File: src/rtl/tpc_pkg.sv
// shared types and constants for the temperature/pressure compensation block
`timescale 1ns / 1ps
package tpc_pkg;

    localparam int CalWidth = 48;
    localparam int RegIdxWidth = 2;

    localparam logic [RegIdxWidth-1:0] REG_CAL_TEMP    = 2'd0;
    localparam logic [RegIdxWidth-1:0] REG_CAL_PRESS_A = 2'd1;
    localparam logic [RegIdxWidth-1:0] REG_CAL_PRESS_B = 2'd2;
    localparam logic [RegIdxWidth-1:0] REG_CAL_PRESS_C = 2'd3;

    localparam logic [31:0] OFFS_64000  = 32'd64000;
    localparam logic [31:0] CONST_2P20  = 32'd1048576;
    localparam logic [31:0] CONST_3125  = 32'd3125;
    localparam logic [31:0] CONST_32768 = 32'd32768;
    localparam logic [31:0] CONST_128   = 32'd128;

    typedef struct packed {
        logic        func;
        logic [23:0] raw_sample;
    } in_item_t;

    typedef struct packed {
        logic        kind;
        logic signed [31:0] temperature;
        logic [31:0] pressure;
        logic        div_zero;
    } out_item_t;

    // sequencer steps
    typedef enum logic [4:0] {
        ST_IDLE,
        ST_T0, ST_T1, ST_T2, ST_T3, ST_T4,
        ST_P0, ST_P1, ST_P2, ST_P3, ST_P4, ST_P5, ST_P6, ST_P7,
        ST_P8, ST_P9, ST_PDIV, ST_PWAIT, ST_P10, ST_P11, ST_P12, ST_P13,
        ST_DONE
    } state_t;

    // divider control/status bundle
    typedef struct packed {
        logic        start;
        logic [31:0] dividend;
        logic [31:0] divisor;
    } div_req_t;

    typedef struct packed {
        logic        busy;
        logic [31:0] quotient;
    } div_rsp_t;

    // arithmetic shift right of a 32-bit word
    function automatic logic [31:0] asr(input logic [31:0] v, input int s);
        logic signed [31:0] t;
        t = v;
        return 32'(t >>> s);
    endfunction

    // sign-extend 16-bit calibration word
    function automatic logic [31:0] sx16(input logic [15:0] w);
        return {{16{w[15]}}, w};
    endfunction

endpackage

File: src/rtl/tpc_mul.sv
// shared 32x32 multiplier keeping low 32 bits, registered output
`timescale 1ns / 1ps
module tpc_mul (
    input  logic        clk,
    input  logic [31:0] a,
    input  logic [31:0] b,
    output logic [31:0] p
);
    logic [31:0] p_reg;

    // wrapping product
    always_ff @(posedge clk)
    begin
        p_reg <= 32'(a * b);
    end

    assign p = p_reg;
endmodule

File: src/rtl/tpc_div.sv
// 32-bit unsigned restoring divider, one quotient bit per cycle
`timescale 1ns / 1ps
module tpc_div (
    input  logic              clk,
    input  logic              rst_n,
    input  tpc_pkg::div_req_t req,
    output tpc_pkg::div_rsp_t rsp
);
    import tpc_pkg::*;

    logic [5:0]  cnt_reg, cnt_next;
    logic [31:0] quo_reg, quo_next;
    logic [32:0] rem_reg, rem_next;
    logic [31:0] dvs_reg, dvs_next;
    logic [32:0] trial;

    // one shift-subtract step per cycle
    always_comb
    begin
        cnt_next = cnt_reg;
        quo_next = quo_reg;
        rem_next = rem_reg;
        dvs_next = dvs_reg;
        trial = {rem_reg[31:0], quo_reg[31]} - {1'b0, dvs_reg};
        if (req.start)
        begin
            cnt_next = 6'd32;
            quo_next = req.dividend;
            rem_next = '0;
            dvs_next = req.divisor;
        end
        else if (cnt_reg != 6'd0)
        begin
            cnt_next = cnt_reg - 6'd1;
            if (!trial[32])
            begin
                rem_next = trial;
                quo_next = {quo_reg[30:0], 1'b1};
            end
            else
            begin
                rem_next = {rem_reg[31:0], quo_reg[31]};
                quo_next = {quo_reg[30:0], 1'b0};
            end
        end
    end

    always_ff @(posedge clk or negedge rst_n)
    begin
        if (!rst_n)
            cnt_reg <= '0;
        else
            cnt_reg <= cnt_next;
    end

    always_ff @(posedge clk)
    begin
        quo_reg <= quo_next;
        rem_reg <= rem_next;
        dvs_reg <= dvs_next;
    end

    assign rsp.busy = (cnt_reg != 6'd0);
    assign rsp.quotient = quo_reg;

    // a start always loads a full count
    assert property (@(posedge clk) disable iff (!rst_n) req.start |=> cnt_reg == 6'd32)
        else $error("divider count not loaded");
    // count only falls by one while running
    assert property (@(posedge clk) disable iff (!rst_n)
        (cnt_reg != 6'd0 && !req.start) |=> cnt_reg == $past(cnt_reg) - 6'd1)
        else $error("divider count skipped");
    // remainder stays below divisor once done
    assert property (@(posedge clk) disable iff (!rst_n)
        ($fell(rsp.busy) && dvs_reg != 32'd0) |-> rem_reg < {1'b0, dvs_reg})
        else $error("divider remainder out of range");
endmodule

File: src/rtl/temp_pressure_compensation.sv
// top level: sequencer around a shared multiplier and divider
// throughput: one transaction at a time; in_stall high after accept until the
// result is taken; the shared multiplier and the bit-serial divider set the rate
// reset: calibration registers and fine temperature cleared, sequencer idle
`timescale 1ns / 1ps
module temp_pressure_compensation (
    input  logic                              clk,
    input  logic                              rst_n,
    input  logic                              in_valid,
    output logic                              in_stall,
    input  tpc_pkg::in_item_t                 in_data,
    output logic                              out_valid,
    input  logic                              out_stall,
    output tpc_pkg::out_item_t                out_data,
    input  logic                              cfg_we,
    input  logic [tpc_pkg::RegIdxWidth-1:0]   cfg_index,
    input  logic [tpc_pkg::CalWidth-1:0]      cfg_data
);
    import tpc_pkg::*;

    state_t      state_reg, state_next;
    logic [47:0] cal_t_reg, cal_a_reg, cal_b_reg, cal_c_reg;
    logic [31:0] fine_reg, fine_next;
    logic [19:0] adc_reg, adc_next;
    logic        func_reg, func_next;
    logic [31:0] x_reg, x_next, y_reg, y_next, z_reg, z_next;
    logic [31:0] ma, mb, prod;
    out_item_t   res_reg, res_next;
    logic        ov_reg, ov_next;
    div_req_t    dreq;
    div_rsp_t    drsp;

    logic [31:0] t1, t2, t3, p1, p2, p3, p4, p5, p6, p7, p8, p9;
    logic [31:0] adc32;

    assign t1 = {16'd0, cal_t_reg[15:0]};
    assign t2 = sx16(cal_t_reg[31:16]);
    assign t3 = sx16(cal_t_reg[47:32]);
    assign p1 = {16'd0, cal_a_reg[15:0]};
    assign p2 = sx16(cal_a_reg[31:16]);
    assign p3 = sx16(cal_a_reg[47:32]);
    assign p4 = sx16(cal_b_reg[15:0]);
    assign p5 = sx16(cal_b_reg[31:16]);
    assign p6 = sx16(cal_b_reg[47:32]);
    assign p7 = sx16(cal_c_reg[15:0]);
    assign p8 = sx16(cal_c_reg[31:16]);
    assign p9 = sx16(cal_c_reg[47:32]);
    assign adc32 = {12'd0, adc_reg};

    tpc_mul u_mul (.clk(clk), .a(ma), .b(mb), .p(prod));
    tpc_div u_div (.clk(clk), .rst_n(rst_n), .req(dreq), .rsp(drsp));

    // configuration writes
    always_ff @(posedge clk or negedge rst_n)
    begin
        if (!rst_n)
        begin
            cal_t_reg <= '0;
            cal_a_reg <= '0;
            cal_b_reg <= '0;
            cal_c_reg <= '0;
        end
        else if (cfg_we)
        begin
            case (cfg_index)
                REG_CAL_TEMP:    cal_t_reg <= cfg_data;
                REG_CAL_PRESS_A: cal_a_reg <= cfg_data;
                REG_CAL_PRESS_B: cal_b_reg <= cfg_data;
                REG_CAL_PRESS_C: cal_c_reg <= cfg_data;
                default: ;
            endcase
        end
    end

    // sequencer: x,y,z are scratch; product is registered and arrives in the cycle after issue
    always_comb
    begin
        state_next = state_reg;
        fine_next  = fine_reg;
        adc_next   = adc_reg;
        func_next  = func_reg;
        x_next = x_reg;
        y_next = y_reg;
        z_next = z_reg;
        res_next = res_reg;
        ov_next = ov_reg;
        ma = '0;
        mb = '0;
        dreq.start = 1'b0;
        dreq.dividend = z_reg;
        dreq.divisor = x_reg;
        if (ov_reg && !out_stall)
            ov_next = 1'b0;
        case (state_reg)
            ST_IDLE:
            begin
                if (in_valid && !ov_reg)
                begin
                    adc_next = in_data.raw_sample[23:4];
                    func_next = in_data.func;
                    state_next = in_data.func ? ST_P0 : ST_T0;
                end
            end
            // temperature path
            ST_T0:
            begin
                ma = {15'd0, adc_reg[19:3]} - (t1 << 1);
                mb = t2;
                x_next = {16'd0, adc_reg[19:4]} - t1;
                state_next = ST_T1;
            end
            ST_T1:
            begin
                y_next = asr(prod, 11);
                ma = x_reg;
                mb = x_reg;
                state_next = ST_T2;
            end
            ST_T2:
            begin
                ma = asr(prod, 12);
                mb = t3;
                state_next = ST_T3;
            end
            ST_T3:
            begin
                fine_next = y_reg + asr(prod, 14);
                state_next = ST_T4;
            end
            ST_T4:
            begin
                res_next.kind = 1'b0;
                res_next.temperature = asr(fine_reg * 32'd5 + CONST_128, 8);
                res_next.pressure = '0;
                res_next.div_zero = 1'b0;
                state_next = ST_DONE;
            end
            // pressure path: x=v1, y=q
            ST_P0:
            begin
                x_next = asr(fine_reg, 1) - OFFS_64000;
                y_next = asr(asr(fine_reg, 1) - OFFS_64000, 2);
                state_next = ST_P1;
            end
            ST_P1:
            begin
                ma = y_reg;
                mb = y_reg;
                state_next = ST_P2;
            end
            ST_P2:
            begin
                y_next = prod;
                ma = asr(prod, 11);
                mb = p6;
                state_next = ST_P3;
            end
            ST_P3:
            begin
                z_next = prod;
                ma = x_reg;
                mb = p5;
                state_next = ST_P4;
            end
            ST_P4:
            begin
                z_next = asr(z_reg + (prod << 1), 2) + (p4 << 16);
                ma = p3;
                mb = asr(y_reg, 13);
                state_next = ST_P5;
            end
            ST_P5:
            begin
                y_next = asr(prod, 3);
                ma = p2;
                mb = x_reg;
                state_next = ST_P6;
            end
            ST_P6:
            begin
                x_next = asr(y_reg + asr(prod, 1), 18);
                state_next = ST_P7;
            end
            ST_P7:
            begin
                ma = CONST_32768 + x_reg;
                mb = p1;
                state_next = ST_P8;
            end
            ST_P8:
            begin
                x_next = asr(prod, 15);
                ma = (CONST_2P20 - adc32) - asr(z_reg, 12);
                mb = CONST_3125;
                state_next = ST_P9;
            end
            ST_P9:
            begin
                y_next = prod;
                if (x_reg == 32'd0)
                begin
                    res_next.kind = 1'b1;
                    res_next.temperature = '0;
                    res_next.pressure = '0;
                    res_next.div_zero = 1'b1;
                    state_next = ST_DONE;
                end
                else
                begin
                    z_next = prod[31] ? prod : (prod << 1);
                    state_next = ST_PDIV;
                end
            end
            ST_PDIV:
            begin
                dreq.start = 1'b1;
                state_next = ST_PWAIT;
            end
            ST_PWAIT:
            begin
                if (!drsp.busy)
                begin
                    z_next = y_reg[31] ? (drsp.quotient << 1) : drsp.quotient;
                    state_next = ST_P10;
                end
            end
            // z = p
            ST_P10:
            begin
                ma = {3'd0, z_reg[31:3]};
                mb = {3'd0, z_reg[31:3]};
                state_next = ST_P11;
            end
            ST_P11:
            begin
                ma = p9;
                mb = prod >> 13;
                state_next = ST_P12;
            end
            ST_P12:
            begin
                x_next = asr(prod, 12);
                ma = z_reg >> 2;
                mb = p8;
                state_next = ST_P13;
            end
            ST_P13:
            begin
                res_next.kind = 1'b1;
                res_next.temperature = '0;
                res_next.pressure = z_reg + asr(x_reg + asr(prod, 13) + p7, 4);
                res_next.div_zero = 1'b0;
                state_next = ST_DONE;
            end
            ST_DONE:
            begin
                ov_next = 1'b1;
                state_next = ST_IDLE;
            end
            default: state_next = ST_IDLE;
        endcase
    end

    always_ff @(posedge clk or negedge rst_n)
    begin
        if (!rst_n)
        begin
            state_reg <= ST_IDLE;
            fine_reg <= '0;
            ov_reg <= 1'b0;
        end
        else
        begin
            state_reg <= state_next;
            fine_reg <= fine_next;
            ov_reg <= ov_next;
        end
    end

    always_ff @(posedge clk)
    begin
        adc_reg <= adc_next;
        func_reg <= func_next;
        x_reg <= x_next;
        y_reg <= y_next;
        z_reg <= z_next;
        res_reg <= res_next;
    end

    assign in_stall = (state_reg != ST_IDLE) || ov_reg;
    assign out_valid = ov_reg;
    assign out_data = res_reg;

    // result kind matches the accepted func
    assert property (@(posedge clk) disable iff (!rst_n)
        $rose(ov_reg) |-> res_reg.kind == func_reg)
        else $error("result kind mismatch");
    // fine temperature only changes on the temperature path
    assert property (@(posedge clk) disable iff (!rst_n)
        (state_reg != ST_T3) |=> $stable(fine_reg))
        else $error("fine temperature written off path");
    // divide never starts with a zero divisor
    assert property (@(posedge clk) disable iff (!rst_n)
        dreq.start |-> x_reg != 32'd0)
        else $error("divide by zero issued");
    // temperature results carry no pressure and no divide-by-zero flag
    assert property (@(posedge clk) disable iff (!rst_n)
        (ov_reg && !res_reg.kind) |-> (res_reg.pressure == 32'd0 && !res_reg.div_zero))
        else $error("temperature result has pressure");
endmodule
File: config.mk
export PLATFORM = sky130hd
export DESIGN_NAME = temp_pressure_compensation
export DESIGN_NICKNAME = d
export VERILOG_FILES = /design/src/rtl/tpc_pkg.sv /design/src/rtl/tpc_mul.sv /design/src/rtl/tpc_div.sv /design/src/rtl/temp_pressure_compensation.sv
export SDC_FILE = /design/constraint.sdc
export NUM_CORES = 2
export LEC_CHECK = 0
export ABC_CLOCK_PERIOD_IN_PS = 11550
export BUFFER_PORTS_ARGS = -buffer_cell sky130_fd_sc_hd__buf_2
export CAP_MARGIN = 20
export CORE_UTILIZATION = 53
export CTS_BUF_LIST = sky130_fd_sc_hd__clkbuf_4 sky130_fd_sc_hd__clkbuf_8
export DETAILED_ROUTE_END_ITERATION = 10
export PLACE_DENSITY = 0.68
export RECOVER_POWER = 50
export SLEW_MARGIN = 20
export SYNTH_ARGS = -nofsm -noshare
export SYNTH_HDL_FRONTEND = slang
export SYNTH_HIERARCHICAL = 1
export SYNTH_SLANG_ARGS = --single-unit
export TNS_END_PERCENT = 20
File: constraint.sdc
create_clock -name clk -period 11.55 [get_ports clk]
set_input_delay 1.155 -clock clk [delete_from_list [all_inputs] [get_ports clk]]
set_output_delay 1.155 -clock clk [all_outputs]
set_load 0.03 [all_outputs]
=== Word level (Yosys, flattened, before mapping) ===
Index checks and enable logic that the tools add are counted.

* Latch bits: 0
* Memories: 0
* RAM bits: 0
* Flip-flop bits (word level): 546
* Output and inout port bits: 68
* Word-level logic and storage cells: 120
* ROM bits: 0

* Reduce and logical (&&, ||, !) cells: 28
* Bitwise operators: 0
* Multiplexer cells: 25
* Div/mod/pow operators: 0
* Multiply operators: 2
* $add $sub $neg: 16
* Shift-type cells: 0
* Magnitude comparators: 0
* Equality and inequality tests: 29

{| class="wikitable"
|+ Operators with widths
! kind !! count
|-
| case mux 32 bit (12 select lines) || 2
|-
| case mux 32 bit (4 select lines) || 2
|-
| adder 32 bit || 7
|-
| two-way mux 32 bit || 7
|-
| case mux 66 bit (3 select lines) || 1
|-
| case mux 32 bit (5 select lines) || 1
|-
| case mux 5 bit (21 select lines) || 1
|-
| two-way mux 66 bit || 1
|-
| == test 5 x 4 -> 1 bit, second input constant || 8
|-
| == test 5 bit, second input constant || 7
|-
| subtractor 33 x 32 -> 33 bit || 1
|-
| adder 16 x 32 -> 32 bit, first input constant || 1
|-
| adder 32 x 8 -> 32 bit, second input constant || 1
|-
| logical NOT 32 bit || 1
|-
| multiplier 32 x 3 -> 32 bit, second input constant || 1
|-
| multiplier 32 x 32 -> 32 bit || 1
|-
| subtractor 31 x 17 -> 32 bit, second input constant || 1
|-
| subtractor 22 x 20 -> 23 bit || 1
|-
| subtractor 21 x 20 -> 22 bit, first input constant || 1
|-
| == test 5 x 3 -> 1 bit, second input constant || 4
|-
| subtractor 17 x 17 -> 18 bit || 1
|-
| subtractor 16 x 16 -> 17 bit || 1
|-
| AND reduction 2 bit || 7
|-
| two-way mux 6 bit || 2
|-
| 21 further kinds || 39
|}

=== Longest topological paths before layout ===
* Depth in word-level cells: 4
* Gate-level depth with buffers: 39
* Depth with buffers taken out: 38

=== By module ===
Netlist, hierarchy kept.

{| class="wikitable"
|+ By module, submodules not included
! module !! area each (µm²) !! seq. area each (µm²) !! cells an instance !! times used
|-
| temp_pressure_compensation || 30,925.9 || 10,980.5 || 3,135 || 1
|-
| tpc_mul || 16,442.0 || 640.6 || 1,735 || 1
|-
| tpc_div || 6,342.3 || 2,712.6 || 625 || 1
|}

=== Worst setup path before layout ===
No wires, ideal clock.

* Path kind: flip-flop to flip-flop
* Start: register adc_reg[5]
* End: register u_mul.p_reg[29] (netlist: u_mul/p[29])
* Setup time: 0.079 ns
* Period minus slack after synthesis: 9.798 ns
* Arrival time: 9.719 ns
* Data required time: 11.471 ns
* Stages on the path, launching flop included: 36
* Path slack: 1.752 ns
* Path through: edfxtp_1 > nor4_1 > nand2_1 > or3_1 > or3_1 > nand2b_1 > nor3_1 > xnor2_1 > ha_1 > or3_1 > o21ai_0 > o31ai_1 > a21oi_1 > xnor2_1 > a21oi_2 > nand3_1 > clkbuf_1 > and2_1 > fa_1 > inv_1 > fa_1 > fa_1 > fa_1 > inv_1 > fa_1 > fa_1 > fa_1 > fa_1 > ha_1 > a21o_1 > a211o_1 > a211oi_1 > a21oi_2 > a2111oi_2 > a41oi_1 > o211ai_1

* Word-level cells in the longest chain between the ends: 4
* Elaborated cells on any way between the ends: 5

{| class="wikitable"
|+ RTL lines
! what !! line !! RTL
|-
| from (decl) || temp_pressure_compensation.sv:24 || <nowiki>logic [19:0] adc_reg, adc_next;</nowiki>
|-
| from (signal assigned) || temp_pressure_compensation.sv:282 || <nowiki>adc_reg <= adc_next;</nowiki>
|-
| subtractor 21 x 20 -> 22 bit || temp_pressure_compensation.sv:193 || <nowiki>ma = (CONST_2P20 - adc32) - asr(z_reg, 12);</nowiki>
|-
| subtractor 22 x 20 -> 23 bit || temp_pressure_compensation.sv:193 ||
|-
| case mux 32 bit (12 select lines) * || temp_pressure_compensation.sv:94 || <nowiki>case (state_reg)</nowiki>
|-
| via ma[22] || temp_pressure_compensation.sv:27 || <nowiki>logic [31:0] ma, mb, prod;</nowiki>
|-
| multiplier 32 x 32 -> 32 bit * || tpc_mul.sv:14 || <nowiki>p_reg <= 32'(a * b);</nowiki>
|-
| to (signal assigned) || tpc_mul.sv:14 ||
|-
| to (decl) || tpc_mul.sv:9 || <nowiki>logic [31:0] p_reg;</nowiki>
|}

The timed path passes the listed nets; every way through them passes the cells marked *.
A chain may end at the register's enable or synchronous reset.

=== Final worst setup path ===
Same ends and word-level chain as after synthesis.

==> results.sh <==
export IMPL_worstMarginPinSlew_ns=5.135
export IMPL_hp_class="reg -> reg"
export IMPL_clkTransAtPathRegs_ns=0.06
export IMPL_worst_slack_ns=0.5710
export IMPL_required_ns=12.20
export IMPL_worst_path_largest_cell_delay_ns=0.64
export IMPL_netlist_area_leader_share=0.1662
export IMPL_fin_crit_sh=0.9506
export IMPL_hold_viol_final=0
export IMPL_path_max_fanout=15
export IMPL_die_area_um2=102600
export IMPL_violations="capacitance limit, slew limit"
export IMPL_vias_per_cell=6.353
export IMPL_synth_warnings=6
export IMPL_met1_usage=0.4795
export IMPL_totalWireLength_mm=185.7
export IMPL_max_freq_mhz=91.08
export IMPL_antenna_found_initial=13
export IMPL_outcome="finished with violations"
export IMPL_seq_area_frac_synth=0.2669
export IMPL_setup_viol=0
export IMPL_clock_path_buffers=3
export IMPL_antenna_left=0
export IMPL_rsz0062_at_grt="false"
export IMPL_pin_count=148
export IMPL_route_detailed_wl_per_inst_um=26.33
export IMPL_syn_num_nets=6464
export IMPL_die_height_um=320.3
export IMPL_clk_insertion_delay_late_ns=0.75
export IMPL_crit_type="reg -> reg"
export IMPL_finalNetCount=6575
export IMPL_globalplace_congestion=1.031
export IMPL_cts_tree="done"
export IMPL_drc=0
export IMPL_port_buffers=143
export IMPL_start_util=0.5355
export IMPL_area_delta_synth_final_pct=8.465
export IMPL_via_count=44820
export IMPL_synth_main_ff_cell="edfxtp_1"
export IMPL_first_pass_iters=9
export IMPL_path_buf_inv=2
export IMPL_synthTopCellsByArea="fa_1 17%, edfxtp_1 13%, dfrtp_1 11%, ha_1 10%, mux2_2 4.9%"
export IMPL_synth_top_cell_by_area="fa_1"
export IMPL_rows=116
export IMPL_netlist_instances=5495
export IMPL_cp_common_cell="fa_1"
export IMPL_layout_cells_non_filler=7055
export IMPL_min_period_ns=10.98
export IMPL_endpoint_kind="flop"
export IMPL_slew_violations=483
export IMPL_synth_edff_count=238
export IMPL_crit_slowest_cell="nand3_1"
export IMPL_use_met2=0.5292
export IMPL_grt_pass1_vias=43230
export IMPL_netlist_area_um2=53710
export IMPL_synth_avg_cell_area_um2=9.774
export IMPL_grt_usage=0.3591
export IMPL_cts_sinks=538
export IMPL_start_kind="flop"
export IMPL_synth_seq_cells=538
export IMPL_cp_top_family="adder cells"
export IMPL_top_usage_layer="met2"
export IMPL_synth_async_reset_ratio=0.4387
export IMPL_clock_root_buffer="clkbuf_8"
export IMPL_cts_htree_levels=3
export IMPL_drtIter0Drc=5268
export IMPL_dp_slack_ns=0.7913
export IMPL_grt_max_degree=165
export IMPL_ys_types=97
export IMPL_cts_hold_buf=0
export IMPL_finalSetupTns_ns=0
export IMPL_grt_overflow_total=0
export IMPL_layout_drive_gt1_share=0.1277
export IMPL_skew_ns=0.03769
export IMPL_die_x_um=320.3
export IMPL_maxCapViolCount=7
export IMPL_met3_usage=0.1034
export IMPL_crit_arrival_ns=11.63
export IMPL_dp_hpwl_mm=137.0
export IMPL_ctsResizeCount=0
export IMPL_place_inst=6866
export IMPL_grt_pass1_wl_mm=274.8
export IMPL_cts_buffers=93
export IMPL_post_cts_repair_setup_buffers=0
export IMPL_largest_register_ffs=58
export IMPL_core_region_area_um2=100300
export IMPL_stdcell_area_um2=58260
export IMPL_maxSlewHeadroom=-2.423
export IMPL_postPlaceCellArea_um2=56290
per-layer routing:
layer  vias up  share of wire
met3       552           0.12
met5         -        0.00020
met2      2477           0.42
met1     22180           0.40
li1      19600              -
met4         6          0.059
cell type report:
type	count	area [um2]
well taps	1357	1698
inverters	516	1937
flip-flops and latches	538	14340
repair buffers	281	1708
clock buffers	136	1672
diodes	11	27.53
clock inverters	40	334.1
fillers	8875	42030
multi-input cells	4176	36550
through the flow:
step | hold WS (ns) | util
finish | 0.5006 | 0.5809
global route | 0.5136 | 0.5807
CTS | 0.4091 | 0.5812
detailed placement | 0.4902 | 0.5612
global placement | 0.4836 | 0.5611
floorplan | 0.4695 | -
worst paths after layout:
path	slack (ns)	startpoint	end	depth (start not counted)
worst max-delay path	0.57	adc_reg[5]	u_mul/p[29]	33
worst min-delay path	0.50	fine_reg[0]	fine_reg[0]	1
worst max register to register	0.57	adc_reg[5]	u_mul/p[29]	33
worst min register to register	0.50	fine_reg[0]	fine_reg[0]	1
max in group asynchronous	3.22	rst_n	cal_b_reg[40]	2
min in group asynchronous	2.26	rst_n	u_div/cnt_reg[4]	1
cells by family after synthesis:
logic type	count (synthesis)	synth area share
AND/OR/NAND/NOR	1547	0.1469
AO/OA/AOI/OAI	1172	0.1566
adder cells (fa/ha/maj)	889	0.2694
buffers and inverters	781	0.05600
flip-flops	538	0.2669
XOR/XNOR	307	0.05006
multiplexers	261	0.05414
Yosys cell counts (all sizes together) (26+ instances only):
cell and number:
or3 30, nor3 73, a21o 133, nand3 116, nand4 43, a22o 45
xnor2 195, edfxtp 238, nand2b 42, a211oi 34, xor2 112, clkbuf 225
a311oi 26, dfrtp 236, inv 516, nor2b 49, o21bai 29, nor2 284
dfxtp 64, nand2 413, buf 40, fa 446, ha 443, a221oi 77
o21ai 228, a222oi 51, a21oi 207, mux2 236, and2 378, and3 38
a22oi 68, o21a 38
cell usage in the layout, fill, tap and decap left out, types with 30 or more instances in the layout:
cell	n
mux2_2	235
nand2_1	411
a22oi_1	68
o21ai_0	185
a21o_1	131
a22o_1	45
fa_1	446
and2_1	378
o21ai_1	36
nand3_1	102
a222oi_1	51
dfrtp_1	236
nor2b_1	49
clkbuf_4	32
ha_1	443
buf_2	95
nand4_1	42
buf_4	127
xnor2_1	195
and3_1	37
nor3_1	64
clkbuf_1	54
a21oi_1	202
nor2_1	273
edfxtp_1	238
dfxtp_1	63
a211oi_1	34
nand2b_1	42
o21a_1	38
xor2_1	112
a221oi_1	74
or3_1	30
inv_1	515
clkbuf_8	104
worst register-to-register path, delay by kind of cell, from the launching register on:
family          cells  cell delay (ns)
fa+ha+maj          10             4.67
simple gates        8             2.70
compound gates     11             2.68
flops               1             0.50
xor+xnor            1             0.15
mux                 1             0.10
buf+inv             2             0.10
Power is left out: the tool's default activity adds up to more than one toggle a clock period on the data nets, which glitch-free logic cannot reach.
